[config.mk]
export PLATFORM = sky130hd
export DESIGN_NAME = sensor_frame_receiver_unit
export DESIGN_NICKNAME = d
export VERILOG_FILES = /design/src/rtl/sfr_pkg.sv /design/src/rtl/sfr_store.sv /design/src/rtl/sensor_frame_receiver_unit.sv
export VERILOG_INCLUDE_DIRS = /design/src /design/src/rtl
export SDC_FILE = /design/constraint.sdc
export NUM_CORES = 1
export LEC_CHECK = 0
export BUFFER_PORTS_ARGS = -buffer_cell sky130_fd_sc_hd__buf_4
export CAP_MARGIN = 20
export CELL_PAD_IN_SITES_DETAIL_PLACEMENT = 0
export CELL_PAD_IN_SITES_GLOBAL_PLACEMENT = 1
export CORE_ASPECT_RATIO = 0.9
export CORE_MARGIN = 4
export CORE_UTILIZATION = 49
export CTS_CLUSTER_DIAMETER = 200
export DETAILED_ROUTE_END_ITERATION = 16
export GPL_ROUTABILITY_DRIVEN = 0
export PLACE_DENSITY = 0.86
export SLEW_MARGIN = 10
export SYNTH_ARGS = -nofsm -noshare
export SYNTH_HDL_FRONTEND = slang
export SYNTH_HIERARCHICAL = 1
export SYNTH_SLANG_ARGS = --single-unit
[constraint.sdc]
create_clock -name clk -period 2.25 [get_ports clk]
set_input_delay 0.45 -clock clk [delete_from_list [all_inputs] [get_ports clk]]
set_output_delay 0.45 -clock clk [all_outputs]
set_load 0.01 [all_outputs]
[src/rtl/sensor_frame_receiver_unit_defines.svh]
// ----------------------------------------------------------------------------
// Sensor frame receiver assertion macros
// Shared concurrent assertion helpers; NO_ASSERTIONS compiles them away.
// ----------------------------------------------------------------------------
`ifndef SENSOR_FRAME_RECEIVER_UNIT_DEFINES_SVH
`define SENSOR_FRAME_RECEIVER_UNIT_DEFINES_SVH

`ifndef NO_ASSERTIONS

// same-cycle implication
`define SFR_ASSERT_NOW(label, clk, rst, a, b, msg) \
  label: assert property (@(posedge clk) disable iff (rst) (a) |-> (b)) \
    else $error(msg);

// next-cycle implication
`define SFR_ASSERT_NEXT(label, clk, rst, a, b, msg) \
  label: assert property (@(posedge clk) disable iff (rst) (a) |=> (b)) \
    else $error(msg);

`else

`define SFR_ASSERT_NOW(label, clk, rst, a, b, msg)
`define SFR_ASSERT_NEXT(label, clk, rst, a, b, msg)

`endif

`endif

[src/rtl/sfr_pkg.sv]
// ----------------------------------------------------------------------------
// Sensor frame receiver package
// Header codes, widths and the control structs between top and frame store.
// ----------------------------------------------------------------------------
package sfr_pkg;

  localparam logic [7:0] HDR_FIRST  = 8'h42;
  localparam logic [7:0] HDR_SECOND = 8'h4D;

  localparam int POS_W      = 6;
  localparam int BANK_IDX_W = 5;

  typedef struct packed {
    logic             en;
    logic [POS_W-1:0] pos;
    logic [7:0]       data;
  } store_wr_t;

  typedef struct packed {
    logic                  en;
    logic [BANK_IDX_W-1:0] idx;
  } store_rd_t;

endpackage

[src/rtl/sfr_store.sv]
// ----------------------------------------------------------------------------
// Sensor frame receiver byte store
// Frame bytes held in an even and an odd bank so one big-endian word reads
// out per cycle; write by byte position, registered read by word index.
// ----------------------------------------------------------------------------
module sfr_store #(
  parameter int FRAME_BYTES = 32
) (
  input  logic                clk,
  input  sfr_pkg::store_wr_t  wr,
  input  sfr_pkg::store_rd_t  rd,
  output logic [15:0]         rd_word
);

  localparam int BD = (FRAME_BYTES + 1) / 2;
  localparam int BW = $clog2(BD);

  logic [7:0] even_mem [BD];
  logic [7:0] odd_mem  [BD];
  logic [7:0] even_q;
  logic [7:0] odd_q;

  always_ff @(posedge clk) begin
    if (wr.en) begin
      if (wr.pos[0]) begin
        odd_mem[wr.pos[BW:1]] <= wr.data;
      end else begin
        even_mem[wr.pos[BW:1]] <= wr.data;
      end
    end
  end

  always_ff @(posedge clk) begin
    if (rd.en) begin
      even_q <= even_mem[rd.idx[BW-1:0]];
      odd_q  <= odd_mem[rd.idx[BW-1:0]];
    end
  end

  assign rd_word = {even_q, odd_q};

endmodule

[src/rtl/sensor_frame_receiver_unit.sv]
// ----------------------------------------------------------------------------
// Sensor frame receiver unit
// Byte-serial frame parser: header hunt, length check, 16-bit sum check and
// readout of the accepted frame as big-endian words.
// ----------------------------------------------------------------------------
// Each received byte is taken while byte_stall is low. When the last byte
// of a frame with a good length word and a good checksum arrives, byte_stall
// rises and the (FRAME_BYTES-2)/2 words are read from the banked byte store;
// each word passes the store read register and then the output register,
// and a new word is read only once the previous read has reached the output
// register. The last word may still wait in the output register while the
// next frame comes in. A bad frame does not raise byte_stall and gives no
// words. The store needs no clearing pass after reset.
`include "sensor_frame_receiver_unit_defines.svh"

module sensor_frame_receiver_unit #(
  parameter int FRAME_BYTES = 32
) (
  input  logic        clk,
  input  logic        rst,
  input  logic        byte_valid,
  output logic        byte_stall,
  input  logic [7:0]  rx_byte,
  output logic        word_valid,
  input  logic        word_stall,
  output logic [3:0]  word_index,
  output logic [15:0] word_value,
  output logic        last_word
);

  localparam int WORDS = (FRAME_BYTES - 2) / 2;
  localparam int KW    = $clog2(WORDS);
  localparam int IW    = sfr_pkg::BANK_IDX_W;
  localparam int PW    = sfr_pkg::POS_W;

  localparam logic [PW-1:0] POS_LAST    = PW'(FRAME_BYTES - 1);
  localparam logic [PW-1:0] POS_SUM_END = PW'(FRAME_BYTES - 2);
  localparam logic [PW-1:0] POS_LEN_HI  = PW'(2);
  localparam logic [PW-1:0] POS_LEN_LO  = PW'(3);
  localparam logic [PW-1:0] POS_HDR2    = PW'(1);
  localparam logic [15:0]   LEN_WORD    = 16'(FRAME_BYTES - 4);
  localparam logic [KW-1:0] K_LAST      = KW'(WORDS - 1);

  localparam logic ST_RECV = 1'b0;
  localparam logic ST_EMIT = 1'b1;

  logic          state;
  logic [PW-1:0] pos;
  logic [15:0]   sum;
  logic [7:0]    len_hi;
  logic          len_ok;
  logic [7:0]    chk_hi;
  logic [KW-1:0] k;
  logic          rd_pending;
  logic [3:0]    pend_idx;
  logic          pend_last;

  logic          byte_take;
  logic          word_take;
  logic          issue;
  logic [15:0]   sum_add;
  logic [15:0]   rd_word;

  sfr_pkg::store_wr_t wr;
  sfr_pkg::store_rd_t rd;

  assign byte_stall = (state == ST_EMIT);
  assign byte_take  = byte_valid && !byte_stall;
  assign word_take  = word_valid && !word_stall;
  assign issue      = (state == ST_EMIT) && !rd_pending && (!word_valid || !word_stall);
  assign sum_add    = sum + 16'(rx_byte);

  always_comb begin
    wr.en   = byte_take && (pos > POS_HDR2);
    wr.pos  = pos;
    wr.data = rx_byte;
    rd.en   = issue;
    rd.idx  = IW'(k) + IW'(1);
  end

  sfr_store #(
    .FRAME_BYTES(FRAME_BYTES)
  ) u_store (
    .clk     (clk),
    .wr      (wr),
    .rd      (rd),
    .rd_word (rd_word)
  );

  always_ff @(posedge clk) begin
    if (rst) begin
      state  <= ST_RECV;
      pos    <= '0;
      sum    <= '0;
      len_ok <= 1'b0;
      k      <= '0;
    end else if (byte_take) begin
      priority if (pos == '0) begin
        if (rx_byte == sfr_pkg::HDR_FIRST) begin
          sum <= 16'(rx_byte);
          pos <= POS_HDR2;
        end
      end else if (pos == POS_HDR2) begin
        priority if (rx_byte == sfr_pkg::HDR_SECOND) begin
          sum <= sum_add;
          pos <= POS_LEN_HI;
        end else if (rx_byte == sfr_pkg::HDR_FIRST) begin
          sum <= 16'(rx_byte);
        end else begin
          pos <= '0;
        end
      end else begin
        if (pos < POS_SUM_END) begin
          sum <= sum_add;
        end
        if (pos == POS_LEN_LO) begin
          len_ok <= ({len_hi, rx_byte} == LEN_WORD);
        end
        if (pos == POS_LAST) begin
          pos <= '0;
          if (len_ok && ({chk_hi, rx_byte} == sum)) begin
            state <= ST_EMIT;
            k     <= '0;
          end
        end else begin
          pos <= pos + PW'(1);
        end
      end
    end else if (issue) begin
      k <= k + KW'(1);
      if (k == K_LAST) begin
        state <= ST_RECV;
      end
    end
  end

  always_ff @(posedge clk) begin
    if (byte_take) begin
      if (pos == POS_LEN_HI) begin
        len_hi <= rx_byte;
      end
      if (pos == POS_SUM_END) begin
        chk_hi <= rx_byte;
      end
    end
    if (issue) begin
      pend_idx  <= 4'(k);
      pend_last <= (k == K_LAST);
    end
  end

  always_ff @(posedge clk) begin
    if (rst) begin
      rd_pending <= 1'b0;
      word_valid <= 1'b0;
    end else begin
      rd_pending <= issue;
      if (rd_pending) begin
        word_valid <= 1'b1;
      end else if (word_take) begin
        word_valid <= 1'b0;
      end
    end
  end

  always_ff @(posedge clk) begin
    if (rd_pending) begin
      word_index <= pend_idx;
      word_value <= rd_word;
      last_word  <= pend_last;
    end
  end

  `SFR_ASSERT_NOW(a_load_slot_free, clk, rst, rd_pending, !word_valid, "output register busy on load")
  `SFR_ASSERT_NOW(a_no_write_in_emit, clk, rst, wr.en, state == ST_RECV, "store write during readout")
  `SFR_ASSERT_NOW(a_pos_idle_in_emit, clk, rst, state == ST_EMIT, pos == '0, "frame position not cleared during readout")

endmodule
=== Yosys cells after proc, flatten, opt, wreduce, memory -nomap -nowiden ===
Memory sizes are Yosys's and may differ from the RTL's. A register that Yosys moved wholly into a read port is not among the register bits.
Cells that the tools add are included.

* Muxes and demuxes: 32
* Magnitude comparators: 2
* Bitwise gates (word level): 2
* Reductions and logical operators: 23
* Add/subtract/negate cells: 4
* Equality and inequality tests: 16

{| class="wikitable"
|+ Operators with widths
! cell !! count
|-
| $mux 16 || 5
|-
| $mux 6 || 6
|-
| $mux 4 || 6
|-
| $add 16x8->16 || 1
|-
| $eq 16x16->1 || 1
|-
| $eq 16x5->1 const B || 1
|-
| $eq 8x7->1 const B || 2
|-
| $mux 1 || 15
|-
| $eq 6x2->1 const B || 2
|-
| $eq 6x5->1 const B || 2
|-
| $add 4x1->4 const B || 2
|-
| $add 6x1->6 const B || 1
|-
| $eq 6x1->1 const B || 1
|-
| $gt 6x1->1 const B || 1
|-
| $logic_and 1x1->1 || 6
|-
| $logic_not 6->1 || 1
|-
| $lt 6x5->1 const B || 1
|-
| $ne 2x1->1 const B || 3
|-
| $reduce_and 2->1 || 3
|-
| $reduce_and 6->1 || 1
|-
| $reduce_bool 2->1 || 3
|-
| $reduce_and 5->1 || 1
|-
| $eq 4x4->1 const B || 1
|-
| $logic_not 1->1 || 4
|-
| 7 further kinds || 9
|}

* Memories kept: 2
* Output and inout bits: 23
* Register bits after elaboration: 72
* Bits of input ports: 12
* Bits in writable memories: 256
* Logic and storage cells: 95

{| class="wikitable"
|+ Memories
! name !! words !! width !! rd ports !! clocked after memory_dff !! wr ports !! line !! text
|-
| u_store.even_mem || 16 || 8 || 1 || 1 || 1 || sfr_store.sv:18 || <nowiki>logic [7:0] even_mem [BD];</nowiki>
|-
| u_store.odd_mem || 16 || 8 || 1 || 1 || 1 || sfr_store.sv:19 || <nowiki>logic [7:0] odd_mem [BD];</nowiki>
|}

=== Depth between registers and ports, before layout ===
* Word-level depth: 7
* Mapped depth: 8
* Gate-level depth less buffers: 8

=== Cells and area by module ===
The synthesis kept the hierarchy.

{| class="wikitable"
|+ By module, submodules not included
! module !! cells each !! instances !! area an instance (um2) !! sequential area each (um2)
|-
| sfr_store || 460 || 1 || 10311.1 || 8167.8
|-
| sensor_frame_receiver_unit || 292 || 1 || 3379.5 || 1861.8
|}

=== Worst setup path before layout ===
No wires, ideal clock.

* Path type: reg2reg
* From: register pos[0]
* To: memory u_store.even_mem[12][0] (enable)
* Library setup time: 370 ps
* Setup slack: -202 ps
* Required time: 1880 ps
* Clock period less this slack: 2452 ps
* Data arrival time: 2082 ps
* Path buffers: 0
* Cell stages (with the launch flop): 9
* Cell sequence: dfxtp_1 > inv_1 > ha_1 > nor2_1 > nor2_1 > nor2_1 > nor2b_1 > nand3_1 > nor2_1

{| class="wikitable"
|+ RTL lines
! element !! line !! text
|-
| from (decl) || sensor_frame_receiver_unit.sv:48 || <nowiki>logic [PW-1:0] pos;</nowiki>
|-
| from (signal assigned) || sensor_frame_receiver_unit.sv:126 || <nowiki>pos <= pos + PW'(1);</nowiki>
|-
| to (decl) || sfr_store.sv:18 ||
|}

==> impl_metrics.sql <==
INSERT INTO impl_metrics (metric_group, metric, value, unit) VALUES
('final_layout', 'sequential_cell_area', '10000', 'um2'),
('run_status', 'outcome', 'finished, violations left', ''),
('timing', 'finalWorstSetupSlack', '-0.0771', 'ns'),
('clock_tree', 'tritoncts', 'done', ''),
('power', 'static-leakage-power', '0.00546', 'uW'),
('clock_tree', 'worst_skew_pair.late_latency', '0.52', 'ns'),
('die', 'floorplan.die.height', '167', 'um'),
('timing', 'max_freq', '0.430', 'GHz'),
('min_path', 'worst_hold_startpoint', 'word_stall', ''),
('global_route', 'grt_max_degree', '36', ''),
('placement', 'dp_hpwl', '19.4', 'mm'),
('routing', 'avgViaCountPerCell', '6.01', ''),
('clock_tree', 'cts_htree_levels', '2', ''),
('clock_tree', 'cts_buffers', '35', ''),
('timing', 'finalSetupViolCount', '16', ''),
('flow_run', 'drv_cap', '0', ''),
('setup_path', 'worst_setup_path_end_kind', 'flip-flop', ''),
('global_route', 'track_usage', '19.7', '%'),
('setup_path', 'cpPeakStageDelay', '0.63', 'ns'),
('final_layout', 'leading_cell_type_in_the_layout_fill_and_taps_excluded', 'sky130_fd_sc_hd__edfxtp_1', ''),
('timing', 'layout_worst_path_cycle_share', '103', '%'),
('timing', 'timing.final.hold_violations', '0', ''),
('clock_tree', 'register_clock_pin_slew_on_the_reported_worst_setup_and_hold_paths', '0.06', 'ns'),
('logic_synthesis', 'yosysWarnings', '6', ''),
('run_status', 'failed_checks', 'setup timing', ''),
('logic_synthesis', 'synthesis.area_per_instance', '18.2', 'um2'),
('final_layout', 'final_net_count', '906', ''),
('global_route', 'grt_pass1_wl', '46.4', 'mm'),
('final_layout', 'insertedDiodeCount', '0', ''),
('logic_synthesis', 'syn-instance-count', '751', ''),
('min_path', 'hold-path-cell-count', '3', ''),
('setup_path', 'cp.required', '2.39', 'ns'),
('power', 'power_density', '805', 'nW/um2'),
('setup_path', 'worst_setup_path_class', 'flip-flop to flip-flop', ''),
('timing', 'timing.slew.headroom', '50.5', '%'),
('setup_path', 'worst_path_max_delay_cell', 'sky130_fd_sc_hd__nor2_1', ''),
('global_route', 'first_global_vias', '7519', ''),
('routing', 'route.detailed.wl_per_inst', '24.2', 'um'),
('global_route', 'grt_antenna_before_repair', '0', ''),
('die', 'rows', '57', ''),
('min_path', 'min_to', 'word_valid', ''),
('global_route', 'grt-ovfl-total', '0', ''),
('routing', 'route.detailed.drc', '0', ''),
('setup_path', 'crit_path_start_kind', 'flip-flop', ''),
('setup_path', 'crit_top_cell', 'sky130_fd_sc_hd__nor2_1', ''),
('setup_path', 'r2r-start', 'pos[0]', ''),
('placement', 'place.port_buffers', '34', ''),
('setup_path', 'crit_arrival', '2.47', 'ns'),
('setup_path', 'r2r_slack', '-0.08', 'ns'),
('routing', 'route.vias.total', '7573', ''),
('min_path', 'min-delay-path-class', 'primary input to flip-flop', ''),
('routing', 'detail_route.first_pass.iterations', '5', ''),
('clock_tree', 'cts-hold-fix-buffers', '0', ''),
('die', 'die-area', '30700', 'um2'),
('timing', 'worst_pin_slew', '0.739', 'ns'),
('final_layout', 'n_fill_cell', '1959', ''),
('clock_tree', 'cts.sinks', '344', ''),
('setup_path', 'critical_path.reg2reg.endpoint', 'u_store/odd_mem[12][7]', ''),
('clock_tree', 'cts-root-buf', 'sky130_fd_sc_hd__clkbuf_16', ''),
('timing', 'setup_repair_after_global_routing_missed_its_margin', 'yes', ''),
('timing', 'finalClockSkew', '0.0192', 'ns'),
('die', 'design.portCount', '35', ''),
('final_layout', 'layout_common_cells', 'sky130_fd_sc_hd__edfxtp_1, sky130_fd_sc_hd__buf_4, sky130_fd_sc_hd__mux4_2', ''),
('routing', 'final_routed_wirelength', '30.5', 'mm'),
('final_layout', 'syn2layout_area_growth', '19.9', '%'),
('die', 'core_region_area', '27200', 'um2'),
('timing', 'period_needed', '2.33', 'ns'),
('die', 'initial_core_util', '50.2', '%'),
('die', 'die_w', '184', 'um'),
('power', 'post_layout_total_power', '13200', 'uW'),
('timing', 'slew_violations', '0', '');
worst max-delay path by stage:
stage / depth (start not counted) / to / startpoint
final: 8 / u_store/odd_mem[12][7] / pos[0]
after CTS: 8 / u_store/odd_mem[6][4] / pos[0]
after global routing: 8 / u_store/odd_mem[15][3] / pos[0]
after floorplan: 8 / u_store/even_mem[12][0] / pos[0]
after detailed placement: 8 / sum[8] / rx_byte[0]
after global placement: 9 / sum[13] / rx_byte[0]
flip-flops by register name (all words and copies together) (netlist names):
signal,cells
byte_stall,1
chk_hi,8
k,4
last_word,1
len_hi,8
len_ok,1
pend_idx,4
pend_last,1
pos,6
rd_pending,1
sum,16
u_store/even_mem,128
u_store/even_q,8
u_store/odd_mem,128
u_store/odd_q,8
word_index,4
word_valid,1
word_value,16
critical path: cells and delay by family, from the launching register on:
kind	cells	cell delay [ns]
adders and majority gates	1	0.20
buffers and inverters	2	0.21
DFF	1	0.35
and+or+nand+nor	5	1.20
what timing repair did:
item / CTS / global route
cloned: 1 / 0
buffers inserted: 0 / 8
endpoints found under the setup margin: 121 / 178
gates resized for setup: 6 / 19
pin swaps: 0 / 10
layer usage:
metal | share of wire (%) | vias up | wire length, um | track usage, %
met2 | 50 | 290 | 15400 | 32.0
met5 | 0 | - | 0 | 0
li1 | - | 3325 | - | -
met1 | 42 | 3923 | 12900 | 28.7
met4 | 1.5 | 0 | 456 | 4.31
met3 | 6.1 | 35 | 1870 | 3.03
report_power, final:
part	leakage [uW]	total [uW]	switching, uW	internal, uW
Sequential	0.00307	7010	17.9	6990
Combinational	0.00186	548	330	218
Clock	0.000532	5660	2400	3260
metrics by stage:
stage,cells,area [um2],worst slack (ns),utilization (%)
final,1260,16400,-0.0771,60.2
after global routing,1260,16400,-0.215,60.2
after CTS,1252,16200,-0.0692,59.4
after detailed placement,1187,15000,-0.138,55.1
after global placement,1187,15000,-0.0868,55.1
after floorplan,751,13800,0.0308,-
final cells by class:
| class | instances | area share (%) |
|---|---|---|
| repair buffers | 121 | 6.76 |
| clock buffers | 46 | 5.84 |
| clock inverters | 18 | 1.01 |
| multi-input cells | 366 | 22.3 |
| well taps | 354 | 2.70 |
| inverters | 11 | 0.282 |
| flip-flops and latches | 344 | 61.1 |
Note: power is estimated with default switching activity, not from simulation.
